<file path="config.mk">
export PLATFORM = sky130hd
export DESIGN_NAME = rar_front
export DESIGN_NICKNAME = d
export VERILOG_FILES = /design/src/hw/rtl/rational_arith_reduce_defines.svh /design/src/hw/rtl/rar_pkg.sv /design/src/hw/rtl/rar_front.sv
export SDC_FILE = /design/constraint.sdc
export NUM_CORES = 1
export LEC_CHECK = 0
export ABC_AREA = 1
export BUFFER_PORTS_ARGS = -buffer_cell sky130_fd_sc_hd__buf_4
export CAP_MARGIN = 20
export CORE_ASPECT_RATIO = 1.2
export CORE_MARGIN = 1.5
export CORE_UTILIZATION = 31
export DETAILED_ROUTE_END_ITERATION = 6
export GPL_ROUTABILITY_DRIVEN = 0
export HOLD_SLACK_MARGIN = 0.02
export REMOVE_ABC_BUFFERS = 1
export SYNTH_ARGS = -nofsm -noshare
export SYNTH_HDL_FRONTEND = slang
export SYNTH_SLANG_ARGS = --single-unit
</file>
<file path="constraint.sdc">
create_clock -name clk -period 6.95 [get_ports clk]
set_clock_uncertainty 0.2 [all_clocks]
set_input_delay 0.695 -clock clk [delete_from_list [all_inputs] [get_ports clk]]
set_output_delay 0.695 -clock clk [all_outputs]
set_load 0.02 [all_outputs]
</file>
<file path="src/hw/rtl/rational_arith_reduce_defines.svh">
// Assertion macros for the files that check their own logic.
`ifndef RATIONAL_ARITH_REDUCE_DEFINES_SVH
`define RATIONAL_ARITH_REDUCE_DEFINES_SVH
// Property p must hold at every clock edge outside reset.
`define RAR_ASSERT(label, clk, rst_n, p, msg) \
  label: assert property (@(posedge clk) disable iff (!rst_n) (p)) else $error(msg);
// Condition a implies condition c in the next cycle.
`define RAR_ASSERT_NEXT(label, clk, rst_n, a, c, msg) \
  label: assert property (@(posedge clk) disable iff (!rst_n) (a) |=> (c)) else $error(msg);
`endif

</file>
<file path="src/hw/rtl/rar_pkg.sv">
package rar_pkg;
  localparam int unsigned FieldW = 32;
  localparam int unsigned DefWidth = 32;
  localparam int unsigned QueueDepth = 2;

  typedef enum logic [2:0] {
    OP_ADD = 3'd0, OP_SUB = 3'd1, OP_MUL = 3'd2, OP_DIV = 3'd3,
    OP_EQ = 3'd4, OP_LT = 3'd5, OP_GT = 3'd6, OP_NONE = 3'd7
  } op_t;

  typedef struct packed {
    logic [2:0] req_type;
    logic signed [FieldW-1:0] a_num;
    logic signed [FieldW-1:0] a_den;
    logic signed [FieldW-1:0] b_num;
    logic signed [FieldW-1:0] b_den;
  } req_t;

  typedef struct packed {
    logic signed [FieldW-1:0] res_num;
    logic signed [FieldW-1:0] res_den;
    logic cmp_true;
    logic zero_div;
  } rsp_t;

  typedef enum logic [3:0] {
    ST_IDLE, ST_MUL, ST_GCD_START, ST_GCD_WAIT, ST_DIV_NUM, ST_DIV_NUM_WAIT,
    ST_DIV_DEN, ST_DIV_DEN_WAIT, ST_OUT
  } state_t;
endpackage

</file>
<file path="src/hw/rtl/rar_front.sv">
module rar_front #(
  parameter int unsigned DEPTH = rar_pkg::QueueDepth
) (
  input  logic clk,
  input  logic rst_n,
  input  logic in_valid,
  output logic in_ready,
  input  rar_pkg::req_t in_data,
  output logic q_valid,
  input  logic q_ready,
  output rar_pkg::req_t q_data
);
  import rar_pkg::*;
  localparam int unsigned AW = (DEPTH > 1) ? $clog2(DEPTH) : 1;

  // Small FIFO; unused codes are normalized to OP_NONE on entry.
  req_t mem_r [DEPTH];
  logic [AW-1:0] wp_r, wp_nxt, rp_r, rp_nxt;
  logic [AW:0] cnt_r, cnt_nxt;
  req_t cls;
  logic push, pop;

  always_comb begin
    cls = in_data;
    if (in_data.req_type > OP_GT) cls.req_type = OP_NONE;
  end

  assign in_ready = (cnt_r != (AW+1)'(DEPTH));
  assign q_valid = (cnt_r != '0);
  assign q_data = mem_r[rp_r];
  assign push = in_valid && in_ready;
  assign pop = q_valid && q_ready;

  always_comb begin
    wp_nxt = wp_r;
    rp_nxt = rp_r;
    cnt_nxt = cnt_r;
    if (push) wp_nxt = (wp_r == AW'(DEPTH-1)) ? '0 : wp_r + 1'b1;
    if (pop) rp_nxt = (rp_r == AW'(DEPTH-1)) ? '0 : rp_r + 1'b1;
    if (push && !pop) cnt_nxt = cnt_r + 1'b1;
    else if (pop && !push) cnt_nxt = cnt_r - 1'b1;
  end

  always_ff @(posedge clk) begin
    if (!rst_n) begin
      wp_r <= '0;
      rp_r <= '0;
      cnt_r <= '0;
    end else begin
      wp_r <= wp_nxt;
      rp_r <= rp_nxt;
      cnt_r <= cnt_nxt;
    end
  end

  always_ff @(posedge clk) begin
    if (push) mem_r[wp_r] <= cls;
  end
endmodule

</file>
==> results_dict.tcl <==
set metrics [dict create \
    synthSimpleGateAreaFrac 0.007448 \
    numCtsBuffers 28 \
    power_per_cell_area_nw_per_um2 377.9 \
    die-area_um2 33610 \
    muxShareOfSynthArea 0.1799 \
    grt_max_degree 68 \
    worst_slew_pin_slew_ps 971.9 \
    rows 72 \
    wire_per_inst_um 16.99 \
    syn_area_um2 10080 \
    synth.avg_cell_area_um2 22.50 \
    cts-resized-gates 0 \
    ctsHoldBuffers 0 \
    post-route-drc-count 0 \
    die_h_um 200.5 \
    yosysUniqueCellTypes 17 \
    p_sw_frac 0.2691 \
    drt_pass1_iterations 4 \
    p_int_mw 3.734 \
    synth_xor_area_frac 0 \
    cts_buffer_depth 3 \
    seqPwrFrac 0.413 \
    grt_remaining_overflow 0 \
    rr_endpoint "mem_r[1][90]" \
    io_buffers 267 \
    hold_viol 0 \
    dp_cells 1110 \
    antenna_cells 0 \
    cts_tree "done" \
    r2r-start "cnt_r[0]" \
    setup_viol 0 \
    crit_type "reg2out" \
    crit_path_end_kind "output pin" \
    ios 268 \
    slew_viol_final 0 \
    hold_path.class "in2reg" \
    vdd_drop_max_mv 0.1963 \
    status "completed" \
    ant_nets 0 \
    antenna_found_initial 0 \
    finalNonFillerCells 1160 \
    p_leak_nw 5.182 \
    clkTransAtPathRegs_ps 60 \
    final_nets 869 \
    post-route-min-period_ps 3539 \
    synth_compound_gate_area_share 0.002234 \
    reg2reg_depth 5 \
    cts_setup_buffers 0 \
    setup_ws_ps 3411 \
    htree_levels 1 \
    synth_top_family_by_area "multiplexers" \
    clock_sinks 267 \
    wirelength_um 19700 \
    grtUsageTotal 0.1132 \
    power_switching_mw 1.375 \
    finalPower_mw 5.109 \
    holdWs_ps 146.2 \
    r2r_slack_ps 4220 \
    stdcell_area_um2 13520 \
    syn-instance-count 448 \
    rsz0062_at_grt "no" \
    crit_arrival_ps 2640 \
    ys_ff_latch 267 \
    max_cap_violations 0 \
    vias 4993 \
    die_x_um 167.6 \
    drt_iter0_drc 206 \
    synth_area_leader_cell "edfxtp_1" \
    critPathCapture "q_data[128]" \
    p_comb_frac 0.269 \
    min_period_over_period 0.5092 \
    place_area_um2 12500 \
    layout-area-overhead-vs-synth_pct 34.11 \
    critical_path_required_ps 6050 \
    start_kind "flip-flop" \
    max_slew_margin 0.3521 \
    grt_pass1_vias 5231 \
    core_area_um2 32160 \
    clockPowerShare 0.318 \
    n_fill_cell 2838 \
    cts_root_buf "clkbuf_16" \
    dp_hpwl_um 12890 \
    synth_seq_area_share 0.7905 \
    synth_top_area_frac 0.7805 \
    synthAdderAreaFrac 0.001241 \
    grt_pass1_wl_um 29380 \
    dp_slack_ps 3900 \
    clock_latency_ps 530 \
    vias_per_cell 4.304 \
    path_max_fanout 53 \
    yosys-top-cells-area "edfxtp_1, mux2_4, mux2_2, buf_6, dfxtp_1" \
    yosys_warnings 0 \
    timing.fmax_mhz 282.6 \
    final_layout_size_suffix_gt1_frac 0.5963 \
    initial_utilization 0.3134 \
]
==> power by group through the flow <==
stage	Clock (mW)	Sequential [mW]	Combinational, mW
6_report	1.62	2.11	1.37
4_1_cts	1.67	2.12	1.41
3_3_place_gp	0	2.14	1.40
3_5_place_dp	0	2.15	1.40
5_1_grt	1.73	2.13	1.46
2_1_floorplan	0	2.24	0.874
==> placed cells by master (no fill, tap or decap), types with 2 or more instances in the layout <==
master	netlist	final
mux2_4	90	90
inv_1	8	8
mux2_2	41	41
clkbuf_1	3	7
nand2_1	9	9
nor2_1	8	6
o21ai_0	2	2
dfxtp_1	5	4
bufinv_16	0	7
clkbuf_16	0	29
nor2_4	0	2
clkinv_2	0	2
clkbuf_8	0	2
buf_4	0	273
edfxtp_1	262	262
==> critical path, stage by stage (launching register included) <==
cell     delay, ps
dfxtp_4        660
buf_4          800
mux2_2         410
buf_4          150
==> registers in the layout (all words and copies together) (netlist names), named ones only <==
| signal | flops |
|---|---|
| wp_r | 1 |
| mem_r | 262 |
| rp_r | 1 |
| cnt_r | 2 |
==> synth_stat cells <==
cell and number:
a21oi_1 1, buf_2 4, buf_6 10, buf_8 1, clkbuf_1 3, dfxtp_1 5, edfxtp_1 262, ha_1 1
inv_1 8, mux2_2 41, mux2_4 90, nand2_1 9, nand3_1 1, nand4_1 1, nor2_1 8, o21a_1 1
o21ai_0 2
==> logic make-up after synthesis <==
kind of cell / Yosys count
DFF: 267
muxes: 131
buffers and inverters: 26
and+or+nand+nor: 19
AOI/OAI and AO/OA: 4
adders and majority gates: 1
==> metal layers <==
| metal | part of all wire | GRT usage | wire length [µm] | up-vias |
|---|---|---|---|---|
| li1 | - | - | - | 2320 |
| met1 | 0.38 | 0.1261 | 7542 | 2465 |
| met2 | 0.52 | 0.2042 | 10260 | 176 |
| met3 | 0.073 | 0.03312 | 1429 | 32 |
| met4 | 0.024 | 0.04022 | 472 | 0 |
| met5 | 0 | 0 | 0 | - |
==> through the flow <==
| step | TNS (ps) | util |
|---|---|---|
| floorplan | -28370 | - |
| global placement | 0 | 0.3886 |
| detailed placement | 0 | 0.3886 |
| CTS | 0 | 0.4203 |
| global route | 0 | 0.4203 |
| finish | 0 | 0.4203 |
==> worst min-delay path by stage <==
stage | startpoint | to | slack, ps | cells past startpoint
after floorplan | rp_r | flip-flop | 270 | 2
after global placement | rp_r | rp_r | 280 | 2
after detailed placement | rp_r | rp_r | 290 | 2
after CTS | in_data[79] | mem_r[0][79] | 110 | 1
after global routing | in_data[8] | mem_r[0][8] | 120 | 1
final | in_data[93] | mem_r[1][93] | 150 | 1
==> layout make-up <==
cell class / instances / area, µm² / area share
sequential: 267 / 7971 / 0.5897
timing repair buffer: 273 / 2049 / 0.1516
multi-input combinational: 155 / 1938 / 0.1434
clock buffer: 38 / 779.5 / 0.05766
tap: 407 / 509.2 / 0.03767
clock inverter: 12 / 240.2 / 0.01777
inverter: 8 / 30.03 / 0.002221
No activity file was read; power rests on OpenSTA's default activity.
